<file path="src/csfb_pkg.sv">
`default_nettype none
package csfb_pkg;

	localparam int CFG_IDX_W = 3;
	localparam int CFG_DATA_W = 16;

	localparam logic [CFG_IDX_W-1:0] REG_CENTER_X = 3'd0;
	localparam logic [CFG_IDX_W-1:0] REG_CENTER_Y = 3'd1;
	localparam logic [CFG_IDX_W-1:0] REG_EXTENT   = 3'd2;
	localparam logic [CFG_IDX_W-1:0] REG_GAIN     = 3'd3;
	localparam logic [CFG_IDX_W-1:0] REG_MODE     = 3'd4;

	typedef enum logic [2:0] {
		MODE_ADD   = 3'd0,
		MODE_SUB   = 3'd1,
		MODE_RAISE = 3'd2,
		MODE_LOWER = 3'd3,
		MODE_SET   = 3'd4
	} mode_t;

	// polynomial coefficients of the quarter cosine, Q16
	localparam logic [10:0] COS_K1 = 11'd1367;
	localparam logic [5:0]  COS_K0 = 6'd60;
	localparam logic [14:0] COS_K2 = 15'd16624;
	localparam logic [16:0] COS_K3 = 17'd80852;
	localparam logic [17:0] COS_ONE = 18'd65536;

	localparam logic [9:0]  CENTER_RST = 10'd0;
	localparam logic [15:0] EXTENT_RST = 16'd640;
	localparam logic [14:0] GAIN_RST   = 15'd3277;

endpackage
`default_nettype wire

</file>
<file path="src/csfb_cos.sv">
`default_nettype none
// Quarter cosine cos(pi/2 * t), Q16 in and out, Horner form, one product per stage.
module csfb_cos #(
	parameter int SB_W = 18
) (
	input  wire logic            clk,
	input  wire logic            arst_n,
	input  wire logic            in_vld,
	input  wire logic [15:0]     in_t,
	input  wire logic [SB_W-1:0] in_sb,
	output logic                 out_vld,
	output logic [16:0]          out_c,
	output logic [SB_W-1:0]      out_sb
);
	import csfb_pkg::*;

	logic            vld_s1, vld_s2, vld_s3, vld_s4, vld_s5;
	logic [SB_W-1:0] sb_s1, sb_s2, sb_s3, sb_s4, sb_s5;
	logic [15:0]     z_s1, z_s2, z_s3, z_s4;
	logic [10:0]     q1_s2;
	logic [14:0]     q2_s3;
	logic [16:0]     q3_s4;
	logic [16:0]     c_s5;

	logic [31:0] tt;
	logic [21:0] p0;
	logic [26:0] p1;
	logic [30:0] p2;
	logic [32:0] p3;
	logic signed [17:0] cdiff;

	assign tt    = in_t * in_t;
	assign p0    = z_s1 * COS_K0;
	assign p1    = z_s2 * q1_s2;
	assign p2    = z_s3 * q2_s3;
	assign p3    = z_s4 * q3_s4;
	assign cdiff = signed'(COS_ONE - {1'b0, p3[32:16]});

	always_ff @(posedge clk or negedge arst_n) begin
		if (!arst_n) begin
			vld_s1 <= 1'b0;
			vld_s2 <= 1'b0;
			vld_s3 <= 1'b0;
			vld_s4 <= 1'b0;
			vld_s5 <= 1'b0;
		end else begin
			vld_s1 <= in_vld;
			vld_s2 <= vld_s1;
			vld_s3 <= vld_s2;
			vld_s4 <= vld_s3;
			vld_s5 <= vld_s4;
		end
	end

	always_ff @(posedge clk) begin
		z_s1  <= tt[31:16];
		sb_s1 <= in_sb;
		z_s2  <= z_s1;
		q1_s2 <= COS_K1 - {5'd0, p0[21:16]};
		sb_s2 <= sb_s1;
		z_s3  <= z_s2;
		q2_s3 <= COS_K2 - {4'd0, p1[26:16]};
		sb_s3 <= sb_s2;
		z_s4  <= z_s3;
		q3_s4 <= COS_K3 - {2'd0, p2[30:16]};
		sb_s4 <= sb_s3;
		sb_s5 <= sb_s4;
		if (cdiff < 0) begin
			c_s5 <= '0;
		end else begin
			c_s5 <= cdiff[16:0];
		end
	end

	assign out_vld = vld_s5;
	assign out_c   = c_s5;
	assign out_sb  = sb_s5;
endmodule
`default_nettype wire
</file>
<file path="config.mk">
export PLATFORM = sky130hd
export DESIGN_NAME = csfb_cos
export DESIGN_NICKNAME = d
export VERILOG_FILES = /design/src/csfb_pkg.sv /design/src/csfb_cos.sv
export SDC_FILE = /design/constraint.sdc
export NUM_CORES = 2
export LEC_CHECK = 0
export ABC_AREA = 1
export BUFFER_PORTS_ARGS = -buffer_cell sky130_fd_sc_hd__buf_2
export CAP_MARGIN = 20
export CORE_ASPECT_RATIO = 0.7
export CORE_UTILIZATION = 25
export CTS_CLUSTER_SIZE = 25
export DETAILED_ROUTE_END_ITERATION = 6
export GPL_TIMING_DRIVEN = 0
export HOLD_SLACK_MARGIN = 0.1
export SLEW_MARGIN = 20
export SYNTH_ARGS = -nofsm -noshare
export SYNTH_HDL_FRONTEND = slang
export SYNTH_SLANG_ARGS = --single-unit
export TNS_END_PERCENT = 100
</file>
<file path="constraint.sdc">
create_clock -name clk -period 10.5 [get_ports clk]
set_input_delay 0.525 -clock clk [delete_from_list [all_inputs] [get_ports clk]]
set_output_delay 0.525 -clock clk [all_outputs]
set_load 0.005 [all_outputs]
</file>
== Word level (Yosys, flattened, before mapping) ==
Cells that the tools add are included.

* Bits in registers: 219
* Output and inout port bits: 36
* Word-level logic and storage cells: 28

* Add/sub/neg operators: 4
* Multiply operators: 5
* Magnitude comparators: 1

{| class="wikitable"
|+ Operators with widths
! operator !! number
|-
| $mul 16x17->33 || 1
|-
| $mul 16x16->32 || 1
|-
| $mul 16x15->31 || 1
|-
| $mul 16x11->27 || 1
|-
| $mul 16x4->20 const B || 1
|-
| $lt 18x1->1 const B || 1
|-
| $sub 17x17->18 const A || 1
|-
| $sub 17x15->17 const A || 1
|-
| $sub 15x11->15 const A || 1
|-
| $sub 11x6->11 const A || 1
|}

== Logic depth before layout (Yosys ltp) ==
* Depth in word-level cells: 3
* Gate-level depth with buffers: 37
* Depth with buffers taken out: 35

== Worst setup path before layout ==
Ideal clock, no wire load.

* Kind: register -> register
* From: reg z_s4[12]
* To: reg c_s5[7], in the netlist out_c[7]
* Library setup time: 62 ps
* Arrival: 5970 ps
* Data required time: 10438 ps
* Setup slack: 4468 ps
* Cell stages (with the launch flop): 30
* Cell sequence: dfxtp_1 > clkbuf_1 > clkbuf_1 > nand2_1 > fa_1 > inv_1 > fa_1 > fa_1 > fa_1 > fa_1 > inv_1 > fa_1 > inv_1 > ha_1 > nand2_1 > inv_1 > nand2_1 > nand3_1 > a21oi_1 > nand3_1 > nand2_1 > nand2_1 > nor2_2 > nand2_2 > nor2_4 > nand3_4 > nand2_4 > inv_4 > buf_12 > nor2_2

* Cells in the longest elaborated chain, start to end: 3

{| class="wikitable"
|+ RTL lines
! what !! RTL line !! text
|-
| from (decl) || csfb_cos.sv:19 || <nowiki>logic [15:0] z_s1, z_s2, z_s3, z_s4;</nowiki>
|-
| from (signal assigned) || csfb_cos.sv:64 || <nowiki>z_s4 <= z_s3;</nowiki>
|-
| $mul 16x17->33 * || csfb_cos.sv:36 || <nowiki>assign p3 = z_s4 * q3_s4;</nowiki>
|-
| $sub 17x17->18 * || csfb_cos.sv:37 || <nowiki>assign cdiff = signed'(COS_ONE - {1'b0, p3[32:16]});</nowiki>
|-
| $lt 18x1->1 || csfb_cos.sv:68 || <nowiki>if (cdiff < 0) begin</nowiki>
|-
| to (signal assigned) || csfb_cos.sv:71 || <nowiki>c_s5 <= cdiff[16:0];</nowiki>
|-
| to (decl) || csfb_cos.sv:23 || <nowiki>logic [16:0] c_s5;</nowiki>
|}

Mark *: on every way between the ends. The rest lies on a longest branch, timed or not.
A chain may end at the register's enable or synchronous reset.

== Worst setup path after layout ==
* From: reg z_s4[11]
* To: reg c_s5[16], in the netlist out_c[16]

The elaborated chain is that of the path after synthesis.

==> flow_summary.ini <==
[synth]
seq_area_frac_synth_pct = 11.53
synth_cell_types = 47
synth.area.top_cells = fa_1, inv_1, ha_1
netlist_area_mm2 = 0.03756
avgSynthCellArea_um2 = 7.699
synth_top_area_share_pct = 35.71
synth-edff-count = 0
postSynthCellCount = 4879
yosysWarnings = 0
synth_async_sr_flop_share_pct = 2.326
synth_flop_cell = dfxtp_1
syn_nets = 5993
ys_ff_latch = 215
yosysTopAreaCell = fa_1

[clock_network]
cts_tree = done
clkLatencyLatePin_ns = 0.63
htreeDepth = 1
clock-sinks = 215
cts_buffers = 27
cts_buffer_depth = 3
cts_resized = 0
clockRootBuffer = clkbuf_16
path_clk_slew_ns = 0.07

[critical_path]
cp_max_fo = 10
r2r_start = z_s4[11]
worstReg2RegEnd = out_c[16]
cpPeakStageDelay_ns = 0.59
cp.arrival_ns = 8.18
rr_worst_depth = 26
cp_slowest_cell = clkbuf_1
cpLargestDelayFamily = adder cells
rrSetupSlack_ns = 2.85
cp-end-kind = flip-flop
cp.required_ns = 11.03
cp-start-kind = flip-flop
path_depth = 26
crit_buf_inv = 6
path_class = flip-flop to flip-flop
crit_top_cell = nand2_1

[routing]
first_pass_iters = 6
wl_um = 99470
drc = 0
ant_nets = 0
vias_per_cell = 4.237
wl_per_cell_um = 14.21
dr.first_iter.drc_count = 1938
num_vias = 29660

[global_routing]
grt_overflow_total = 0
grt_max_degree = 15
grt_usage_pct = 13.47
antenna_found_initial = 2
grt_pass1_vias = 30460
grt_first_pass_wirelength_um = 164300

[layout]
final_nets = 6107
drive_gt1_share_pct = 3.571
final_cell_count_no_fill = 7000
fin_util_pct = 27.92
final_cell_mix = inv_1, nand2_1, fa_1, ha_1, dfxtp_1
layout_commonest_cell = inv_1
fillers = 16210
area_growth_pct = 10.41

[flow_run]
cap_violations = 0

[die]
design.core.area_mm2 = 0.1485
floorplan.initialDensity_pct = 25.29
ios = 73
die_w_um = 465.3
die_h_um = 326.3
die-area_mm2 = 0.1518
rows = 118

[outcome]
status = completed

[sta]
finalCritPeriodShare_pct = 72.86
skew_ns = 0.05817
rsz0062_at_grt = no
hold_viol_final = 0
tightest_slew_ns = 0.8041
finalSetupTns_ns = 0
slew_headroom_pct = 46.39
finalMaxSlewViolations = 0
fmax_mhz = 130.7
report.final.setup_viol = 0
period_minus_slack_ns = 7.651

[placed_design]
place.gp.congestion = 0.9492
dp_cells = 6924
dp_hpwl_um = 86470
port_buffers = 65

[min_path]
hold_class = input pin to async pin
==> state kept, by name, indices dropped and copies added, names as in the netlist, 7 cells and up <==
name,cells
z_s2,16
z_s3,16
z_s4,16
q3_s4,17
out_c,17
sb_s1,18
sb_s3,18
z_s1,16
sb_s2,18
sb_s4,18
q2_s3,15
q1_s2,7
out_sb,18
==> area by class of cell <==
| type | count | area [µm²] | share of cell area, % |
|---|---|---|---|
| antenna | 7 | 17.52 | 0.04224 |
| buffer | 146 | 566.8 | 1.367 |
| clock buffer | 32 | 704.4 | 1.699 |
| clock inverter | 17 | 183.9 | 0.4435 |
| inverter | 1446 | 5430 | 13.09 |
| multi-input combinational | 3072 | 27230 | 65.67 |
| sequential | 215 | 4329 | 10.44 |
| tap | 1980 | 2477 | 5.974 |
| timing repair buffer | 85 | 525.5 | 1.267 |
==> worst register-to-register path: stages (launching register included) <==
cell and delay [ns]:
dfxtp_1 0.33, clkbuf_1 0.59, clkbuf_1 0.57, nand2_1 0.16
fa_1 0.53, inv_1 0.05, fa_1 0.46, fa_1 0.54
fa_1 0.54, fa_1 0.56, inv_1 0.06, fa_1 0.54
inv_1 0.04, ha_1 0.43, nand2_1 0.18, nor3_1 0.57
nand3_1 0.20, nand4_1 0.13, nand2_1 0.12, nor2_1 0.20
nand2_1 0.10, nor2_1 0.32, nand3_1 0.13, nand2_1 0.08
nand2_1 0.05, nand2_1 0.05, inv_1 0.03
==> per-layer routing <==
layer	global-route usage [%]	wire length [µm]	vias to the layer above
li1	-	-	14230
met1	20.54	49100	14370
met2	19.58	40060	955
met3	2.522	8573	103
met4	2.597	1729	0
met5	0	0	-
==> cell families after synthesis <==
kind of cell / share of synthesized area (%)
adders and majority gates: 49.27
DFF: 11.53
AOI/OAI and AO/OA: 3.161
xor gates and xnor gates: 1.352
and+or+nand+nor: 18.73
buffers and inverters: 15.97
==> per-stage QoR <==
| stage | setup slack (ns) | hold WS [ns] | cell area [µm²] |
|---|---|---|---|
| after floorplan | 4.468 | 0.2294 | 37560 |
| after global placement | 3.097 | 0.3095 | 40360 |
| after detailed placement | 3.085 | 0.3121 | 40360 |
| after CTS | 3.054 | 0.2183 | 41450 |
| after global routing | 2.523 | 0.2734 | 41470 |
| final | 2.849 | 0.2828 | 41470 |
==> synthesized netlist by cell type, types with 6 or more instances <==
library cell / n
nand2_1: 1320
o21bai_1: 16
a31oi_1: 11
and2_1: 6
nor3_1: 22
nor2_2: 7
inv_2: 7
xnor2_1: 17
o21ai_0: 54
clkbuf_1: 142
a21oi_1: 104
nand3b_1: 7
nand2_2: 19
nand3_1: 120
xor2_1: 41
nor2_1: 170
nor2_4: 13
dfxtp_1: 210
inv_1: 1437
a21o_1: 11
ha_1: 407
nand4_1: 18
fa_1: 670
==> worst max-delay path by stage <==
stage                         from   endpoint  slack (ns)
after detailed placement  z_s4[11]  out_c[16]        3.08
after CTS                 z_s4[11]  out_c[16]        3.05
after global placement    z_s4[11]  out_c[16]        3.10
after global routing      z_s4[11]  out_c[16]        2.52
after floorplan           z_s4[12]   out_c[7]        4.47
final                     z_s4[11]  out_c[16]        2.85
==> repair_timing <==
item | 4_1_cts | 5_1_grt
setup buffers | 0 | 0
hold buffers | 20 | 0
hold endpoints to repair | 24 | 0
Power is left out: the tool's default activity adds up to more than one toggle a clock period on the data nets, which glitch-free logic cannot reach.
