==> config.mk <==
export PLATFORM = sky130hd
export DESIGN_NAME = csfb_isqrt
export DESIGN_NICKNAME = d
export VERILOG_FILES = /design/src/csfb_isqrt.sv
export SDC_FILE = /design/constraint.sdc
export NUM_CORES = 1
export LEC_CHECK = 0
export BUFFER_PORTS_ARGS = -buffer_cell sky130_fd_sc_hd__buf_2
export CORE_MARGIN = 5
export CORE_UTILIZATION = 40
export CTS_BUF_LIST = sky130_fd_sc_hd__clkbuf_8
export DETAILED_ROUTE_END_ITERATION = 16
export PLACE_DENSITY = 0.59
export REMOVE_ABC_BUFFERS = 1
export SLEW_MARGIN = 20
export SYNTH_ARGS = -nofsm -noshare
export SYNTH_HDL_FRONTEND = slang
export SYNTH_SLANG_ARGS = --single-unit
==> constraint.sdc <==
create_clock -name clk -period 7.98 [get_ports clk]
set_clock_uncertainty 0.2 [all_clocks]
set_input_delay 0.399 -clock clk [delete_from_list [all_inputs] [get_ports clk]]
set_output_delay 0.399 -clock clk [all_outputs]
set_load 0.005 [all_outputs]
==> src/csfb_isqrt.sv <==
`default_nettype none
// Pipelined digit-by-digit square root, one result bit per stage.
module csfb_isqrt #(
	parameter int SB_W = 17
) (
	input  wire logic            clk,
	input  wire logic            arst_n,
	input  wire logic            in_vld,
	input  wire logic [35:0]     in_val,
	input  wire logic [SB_W-1:0] in_sb,
	output logic                 out_vld,
	output logic [17:0]          out_root,
	output logic [SB_W-1:0]      out_sb
);
	localparam int STEPS = 18;

	logic            vld_s [0:STEPS];
	logic [36:0]     v_s   [0:STEPS];
	logic [36:0]     res_s [0:STEPS];
	logic [SB_W-1:0] sb_s  [0:STEPS];

	assign vld_s[0] = in_vld;
	assign v_s[0]   = {1'b0, in_val};
	assign res_s[0] = '0;
	assign sb_s[0]  = in_sb;

	for (genvar i = 0; i < STEPS; i++) begin : g_step
		localparam logic [36:0] BIT = 37'(1) << (34 - 2*i);
		logic [36:0] trial;
		assign trial = res_s[i] + BIT;

		always_ff @(posedge clk or negedge arst_n) begin
			if (!arst_n) begin
				vld_s[i+1] <= 1'b0;
			end else begin
				vld_s[i+1] <= vld_s[i];
			end
		end

		always_ff @(posedge clk) begin
			sb_s[i+1] <= sb_s[i];
			if (v_s[i] >= trial) begin
				v_s[i+1]   <= v_s[i] - trial;
				res_s[i+1] <= (res_s[i] >> 1) + BIT;
			end else begin
				v_s[i+1]   <= v_s[i];
				res_s[i+1] <= res_s[i] >> 1;
			end
		end
	end

	assign out_vld  = vld_s[STEPS];
	assign out_root = res_s[STEPS][17:0];
	assign out_sb   = sb_s[STEPS];
endmodule
`default_nettype wire

== Yosys cells after proc, flatten, opt, wreduce, memory -nomap -nowiden ==
Index checks and enable logic that the tools add are counted.

* Flip-flop bits (word level): 1598
* Bits of input ports: 56
* Output and inout bits: 36
* Logic and storage cells: 192

* Add/subtract/negate cells: 51
* Order comparisons: 18
* Muxes and demuxes: 35

{| class="wikitable"
|+ Operator list
! kind !! count
|-
| 37-bit >= comparator || 16
|-
| 37-bit 2-to-1 mux || 16
|-
| 36-bit 2-to-1 mux || 16
|-
| 37-bit subtractor || 15
|-
| 35-bit 2-to-1 mux || 2
|-
| 36-bit by 11-bit adder with 37-bit output, second input constant || 1
|-
| 36-bit by 13-bit adder with 37-bit output, second input constant || 1
|-
| 36-bit by 15-bit adder with 37-bit output, second input constant || 1
|-
| 36-bit by 17-bit adder with 37-bit output, second input constant || 1
|-
| 36-bit by 19-bit adder with 37-bit output, second input constant || 1
|-
| 36-bit by 21-bit adder with 37-bit output, second input constant || 1
|-
| 36-bit by 23-bit adder with 37-bit output, second input constant || 1
|-
| 36-bit by 25-bit adder with 37-bit output, second input constant || 1
|-
| 36-bit by 27-bit adder with 37-bit output, second input constant || 1
|-
| 36-bit by 29-bit adder with 37-bit output, second input constant || 1
|-
| 36-bit by 3-bit adder with 37-bit output, second input constant || 1
|-
| 36-bit by 31-bit adder with 37-bit output, second input constant || 1
|-
| 36-bit by 5-bit adder with 37-bit output, second input constant || 1
|-
| 36-bit by 7-bit adder with 37-bit output, second input constant || 1
|-
| 36-bit by 9-bit adder with 37-bit output, second input constant || 1
|-
| 37-bit by 1-bit adder with 37-bit output, second input constant || 1
|-
| 37-bit by 11-bit adder with 37-bit output, second input constant || 1
|-
| 37-bit by 13-bit adder with 37-bit output, second input constant || 1
|-
| 37-bit by 15-bit adder with 37-bit output, second input constant || 1
|-
| 20 further kinds || 20
|}

== Longest topological paths before layout ==
Gate-level depths: netlist of run 1.

* Word-level depth: 3
* Mapped depth: 12
* Mapped depth without buffers: 11

== Least setup slack after synthesis of run 1 ==
No wires, ideal clock.

* Kind: register to register
* Start point: register res_s[79] (netlist bit)
* End point: register v_s[72] (netlist bit)
* Library setup time: 0.118 ns
* Data arrival time: 2.752 ns
* Slack: 4.910 ns
* Stages on the path, launching flop included: 11
* Cell sequence: dfxtp_1 inv_1 ha_1 or3_1 o22ai_2 a21oi_1 o41ai_1 a21oi_1 or4b_1 or3_1 xnor2_1

* Longest elaborated chain between the ends: 3

{| class="wikitable"
|+ Ends and longest elaborated chain
! item !! RTL line !! text
|-
| start, declared || 19 || <nowiki>logic [36:0] res_s [0:STEPS];</nowiki>
|-
| start signal, assigned by index || 44 || <nowiki>res_s[i+1] <= (res_s[i] >> 1) + BIT;</nowiki>
|-
| start signal, assigned by index || 47 || <nowiki>res_s[i+1] <= res_s[i] >> 1;</nowiki>
|-
| 37-bit by 3-bit adder with 37-bit output (*) || 30 || <nowiki>assign trial = res_s[i] + BIT;</nowiki>
|-
| 37-bit subtractor or 37-bit >= comparator (tied branches) || 43, 42 ||
|-
| 37-bit 2-to-1 mux (*) || 42 || <nowiki>if (v_s[i] >= trial) begin</nowiki>
|-
| end signal, assigned by index || 43 || <nowiki>v_s[i+1] <= v_s[i] - trial;</nowiki>
|-
| end signal, assigned by index || 46 || <nowiki>v_s[i+1] <= v_s[i];</nowiki>
|-
| end, declared || 18 || <nowiki>logic [36:0] v_s [0:STEPS];</nowiki>
|}

Every way passes the cells marked *; elsewhere a longest branch is shown, timed or not.
A chain may end at the register's enable or synchronous reset.

== Worst setup path after layout of run 1 ==
* Start point: register res_s[93] (netlist bit)
* End point: register v_s[72] (netlist bit)

Same word-level chain as after synthesis.

==> impl_metrics.toml, run 1 <==
[outcome]
status = "completed"

[synthesis]
ys_seq_area_frac = 0.626
synth_top_cell_area_share = 0.614
synth_xor_xnor_area_share = 0.0653
synth-seq-cells = 1124
synth_edf_count = 0
netlist_area_um2 = 36100
synth_ff_type = "dfxtp_1"
synth_area_leader_cell = "dfxtp_1"
synth_top_family_by_area = "simple AND/OR/NAND/NOR gates"
yosys_warnings = 0
synth_compound_area_frac = 0.0854
async_reset_ff_frac = 0.0160
synth_area_leaders = "dfxtp_1 61%, ha_1 6.4%, xor2_1 3.3%, xnor2_1 3.2%, inv_1 2.4%"
avgSynthCellArea_um2 = 11.2
synth_fa_ha_area_frac = 0.0642
syn_inst = 3214
yosys.area_share.simple = 0.119
synth.mux.area_fraction = 0.00860
ys_types = 80

[drt]
drcViolationCount = 0
vias = 22438
wirelength_mm = 66.4
vias_per_cell = 4.61
antenna_left = 0
first_pass_iters = 8
wl_per_cell_um = 13.7
drt_iter0_markers = 830

[worst_setup_path]
critPathBufInv = 1
startpoint = "res_s[93]"
crit_type = "reg -> reg"
cp_slowest_cell = "nor4_1"
regToRegSetupSlack_ns = 4.07
r2r_cells = 10
cp_cell_sequence = "inv_1 -> ha_1 -> nand3_1 -> or3_1 -> nor4_1 -> a211oi_1 -> nand3_1 -> or4b_1 -> or3_1 -> xnor2_1"
required_ns = 8.47
endpoint_kind = "flop"
rr_endpoint = "v_s[72]"
path_max_fanout = 7
start_kind = "flop"
cpPeakStageDelay_ns = 0.68
arrival_ns = 4.40
rr_startpoint = "res_s[93]"
cp_top_family = "simple AND/OR/NAND/NOR gates"

[timing]
relSlewSlack = 0.335
fmax_mhz = 256
worst-slew-pin-transition_ns = 0.984
finalSetupViolCount = 0
rsz0062_at_grt = "no"
whs_ns = 0.115
slew_violations = 0
setup_total_negative_slack_ns = 0
finalCritPeriodShare = 0.490
period_minus_slack_ns = 3.91
hold_viol = 0

[grt]
gr-total-overflow = 0
grt_max_degree = 33
antenna_found_initial = 1
grt_pass1_vias = 23246
grt_usage = 0.140
grt_pass1_wl_mm = 110

[layout]
n_fill_cell = 8299
nNetsFinal = 3791
area_delta_synth_final_pct = 18.0
fin_area_um2 = 42600
drive_above_1_share = 0.111
layout.cells.non_filler = 4863

[placed_design]
dp.cells = 4439
io_buffers = 91
dp.final_hpwl_mm = 47.7
place_area_um2 = 37800
place.gp.congestion = 0.867

[power]
pwr-share-seq = 0.492
p_leak_nw = 19.4
netSwitchingPower_mw = 4.31
clkPwrFrac = 0.323
netSwitchingFraction = 0.290
power.density_nw_per_um2 = 350
pwr-share-comb = 0.185
ir_drop_v = 0.000183
p_int_mw = 10.6

[clock_tree]
cts.clk_slew.worst_paths_ns = 0.06
ctsHtreeMaxLevel = 4
clk_latency_ns = 0.83
cts-root-buf = "clkbuf_8"
cts_max_path_buffers = 3
clock_sinks = 1124
cts_tree = "yes"
cts_buffers = 175

[floorplan]
ios = 92
die-width_um = 310
die_y_um = 310
die-area_um2 = 96300
core_um2 = 89700
start_util = 0.402
num_rows = 110

[hold_path]
hold_class = "reg -> reg"
min_delay_path_depth = 0
min_from = "sb_s[66]"
min_to = "sb_s[49]"

[run]
maxCapViolCount = 0
what timing repair did:
| item | CTS | global route |
|---|---|---|
| hold buffers | 110 | 0 |
| setup endpoints to repair | 0 | 0 |
| buffers inserted | 0 | 0 |
| endpoints found under the hold margin | 73 | 0 |
| gates resized for setup | 0 | 0 |
power groups by stage:
stage	Sequential (mW)	Clock, mW	Combinational [mW]
floorplan	7.20	0	2.19
global placement	7.44	0	2.68
detailed placement	7.44	0	2.71
CTS	7.33	5.02	2.77
global route	7.44	5.28	3.14
finish	7.32	4.81	2.75
metrics by stage:
step / setup WS [ns] / util / power [mW]
6_report: 4.07 / 0.474 / 14.9
5_1_grt: 3.81 / 0.474 / 15.9
4_1_cts: 4.07 / 0.474 / 15.1
3_5_place_dp: 4.08 / 0.421 / 10.2
3_3_place_gp: 4.13 / 0.421 / 10.1
2_1_floorplan: 4.24 / - / 9.40
kinds of logic (layout without fill, tap and decap cells):
family / after synthesis / in the layout
AO/OA/AOI/OAI: 491 / 491
XOR/XNOR: 269 / 269
adder cells (fa/ha/maj): 185 / 185
buffers and inverters: 281 / 753
flip-flops: 1124 / 1124
multiplexers: 28 / 28
other: 1 / 2
AND/OR/NAND/NOR: 835 / 835
placed cells by master (no fill, tap or decap), types with 110 or more instances in the layout:
cell type,Yosys,layout
a21oi_1,156,155
clkbuf_8,0,210
dfxtp_1,1106,1106
dlygate4sd3_1,0,110
ha_1,185,185
inv_1,231,295
nand2_1,193,193
nor2_1,199,199
o21ai_0,122,122
xnor2_1,132,132
xor2_1,137,137
cells in the mapped netlist (15+ instances only):
cell and n:
dfxtp_1 1106, inv_1 231, nor2_1 199, nand2_1 193, ha_1 185, a21oi_1 156, xor2_1 137, xnor2_1 132
o21ai_0 122, nor4_1 89, nor3_1 87, o21a_1 41, a21o_1 38, nand2b_1 36, nand3_1 34, nand4_1 30
or3_1 30, clkbuf_1 26, mux2_2 24, nor2b_1 23, o31ai_1 21, nor4b_1 20, buf_4 18, dfrtp_1 18
or4_1 18, a211oi_1 15, or2_2 15
cell type report:
class	instances	area, µm²	share of cell area
Tap cell	1176	1470	0.0346
Timing Repair Buffer	207	1600	0.0376
Sequential cell	1124	22600	0.531
Clock buffer	210	2890	0.0679
Clock inverter	103	759	0.0178
Inverter	233	875	0.0205
Multi-Input combinational cell	1809	12400	0.291
Antenna cell	1	2.50	0.0000588
worst max path at each step:
| stage | to | cells after the start |
|---|---|---|
| global placement | v_s[72] | 10 |
| global route | v_s[106] | 11 |
| floorplan | v_s[106] | 10 |
| CTS | v_s[110] | 11 |
| detailed placement | v_s[106] | 11 |
| finish | v_s[72] | 10 |
state kept, by name, indices dropped and copies added, names as in the netlist:
name and cells:
out_sb 17, out_root 18, vld_s 17, sb_s 289, out_vld 1, v_s 629, res_s 153
routing by layer:
| layer | GRT usage | share of wire | up-vias | routed length, µm |
|---|---|---|---|---|
| met1 | 0.139 | 0.38 | 10214 | 25500 |
| met5 | 0 | 0 | - | 0 |
| met3 | 0.0344 | 0.040 | 188 | 2630 |
| li1 | - | - | 11647 | - |
| met2 | 0.265 | 0.53 | 389 | 35100 |
| met4 | 0.0783 | 0.048 | 0 | 3200 |
Power figures use the tool's default switching activity.
==> run 2: changes to the inputs <==
==> constraint.sdc (replaced) <==
create_clock -name clk -period 3.95 [get_ports clk]
set_clock_uncertainty 0.2 [all_clocks]
set_input_delay 0.1975 -clock clk [delete_from_list [all_inputs] [get_ports clk]]
set_output_delay 0.1975 -clock clk [all_outputs]
set_load 0.005 [all_outputs]
==> run 2 against run 1 <==
Setup slack lost 3.6 ns. Cell count grew 0.58%. Sequential share of layout area shrank 0.44 points. Critical path depth grew 1. Core utilization grew 0.40 points. First-iteration DRC count grew 8.9%. Design area grew 0.84%. Sequential power grew 100%. Highest routed layer unchanged.
==> impl_metrics.toml, run 2 (same netlist as run 1, synthesis figures left out) <==
[outcome]
status = "completed"

[placed_design]
place_ws_ns = 0.508
place_area_um2 = 38000
io_buffers = 91
dp.final_hpwl_mm = 48.1
place.gp.congestion = 0.899

[hold_path]
min_delay_path_depth = 0
min_to = "out_sb[11]"
hold_class = "reg -> reg"
min_from = "sb_s[28]"

[layout]
regMostFlops = "v_s"
final_common_cell = "dfxtp_1"
area_delta_synth_final_pct = 19.0
largest_registers = "v_s: 629 flops, sb_s: 289 flops, res_s: 153 flops"
n_fill_cell = 8160
most-common-layout-cells = "1,106 x dfxtp_1, 273 x inv_1, 229 x clkbuf_8"
fin_area_um2 = 42900
nNetsFinal = 3812
largest_reg_flops = 629
drive_above_1_share = 0.123

[floorplan]
die-area_um2 = 96300
ios = 92
start_util = 0.402
die-width_um = 310
die_y_um = 310
num_rows = 110
core_um2 = 89700

[power]
netSwitchingFraction = 0.289
p_leak_nw = 19.6
pwr-share-seq = 0.487
netSwitchingPower_mw = 8.77
power.density_nw_per_um2 = 708
clkPwrFrac = 0.330
ir_drop_v = 0.000394
p_int_mw = 21.6
pwr-share-comb = 0.183

[drt]
first_pass_iters = 5
drt_iter0_markers = 904
antenna_left = 0
vias_per_cell = 4.58
vias = 22410
wirelength_mm = 67.0
drcViolationCount = 0
wl_per_cell_um = 13.7

[worst_setup_path]
cp_cell_sequence = "inv_1 -> ha_1 -> or3_1 -> o22ai_1 -> o21ai_1 -> a2111oi_0 -> buf_4 -> nor3b_2 -> nand3b_1 -> nor4_1 -> xor2_1"
rr_endpoint = "v_s[106]"
regToRegSetupSlack_ns = 0.48
required_ns = 4.43
arrival_ns = 3.95
cp_slowest_cell = "a2111oi_0"
cpPeakStageDelay_ns = 0.68
path_max_fanout = 8
crit_type = "reg -> reg"
critPathBufInv = 2
rr_startpoint = "res_s[119]"
r2r_cells = 11
start_kind = "flop"
endpoint_kind = "flop"
cp_top_family = "compound AO/OA/AOI/OAI gates"

[grt]
grt_pass1_vias = 23277
gr-total-overflow = 0
antenna_found_initial = 1
grt_max_degree = 32
grt_pass1_wl_mm = 111
grt_usage = 0.142

[timing]
post-route-worst-setup-slack_ns = 0.482
finalSetupViolCount = 0
setup_total_negative_slack_ns = 0
whs_ns = 0.112
period_minus_slack_ns = 3.47
slew_violations = 0
hold_viol = 0
relSlewSlack = 0.371
rsz0062_at_grt = "no"
finalCritPeriodShare = 0.878
fmax_mhz = 288
worst-slew-pin-transition_ns = 0.935

[clock_tree]
clk_latency_ns = 0.83
clock_sinks = 1124
cts_max_path_buffers = 3
cts-root-buf = "clkbuf_8"
ctsHtreeMaxLevel = 4
post-cts-setup-buffer-count = 0
cts-resized-gates = 0
cts_buffers = 175
cts.clk_slew.worst_paths_ns = 0.07
cts_tree = "yes"

[run]
maxCapViolCount = 0
[run 2: cell type report]
class	instances	area, µm²	area share
clock inverters	91	671	0.0156
clock buffers	229	3150	0.0734
flip-flops and latches	1124	22600	0.526
diodes	1	2.50	0.0000583
inverters	233	875	0.0204
well taps	1176	1470	0.0343
multi-input cells	1809	12400	0.288
repair buffers	228	1790	0.0416
[run 2: stage by stage]
stage | total power [mW] | util | std cells
6_report | 30.4 | 0.478 | 4891
5_1_grt | 32.4 | 0.478 | 4891
4_1_cts | 30.9 | 0.478 | 4890
3_5_place_dp | 20.5 | 0.423 | 4459
3_3_place_gp | 20.5 | 0.423 | 4459
2_1_floorplan | 19.0 | - | 3166
[run 2: power groups by stage]
stage          registers (mW)  clock network, mW  logic [mW]
3_3_place_gp             15.0                  0        5.44
5_1_grt                  15.1               11.0        6.32
2_1_floorplan            14.6                  0        4.43
6_report                 14.8               10.0        5.56
3_5_place_dp             15.1                  0        5.48
4_1_cts                  14.8               10.4        5.60
[run 2: worst max path at each step]
stage	start	to	slack, ns	depth (start not counted)
floorplan	res_s[119]	v_s[106]	0.21	10
global placement	res_s[119]	v_s[106]	0.56	11
detailed placement	res_s[119]	v_s[106]	0.51	11
CTS	res_s[125]	v_s[106]	0.50	11
global route	res_s[196]	v_s[172]	0.26	10
finish	res_s[119]	v_s[106]	0.48	11
[run 2: repair_timing]
item	in CTS	in global routing
hold buffers	111	0
hold endpoints to repair	73	0
setup endpoints to repair	0	0
[run 2: layer usage]
layer	track usage	vias up	share of wire
met5	0	-	0
met4	0.0845	0	0.049
met3	0.0353	195	0.039
met2	0.269	402	0.53
met1	0.140	10104	0.38
li1	-	11709	-
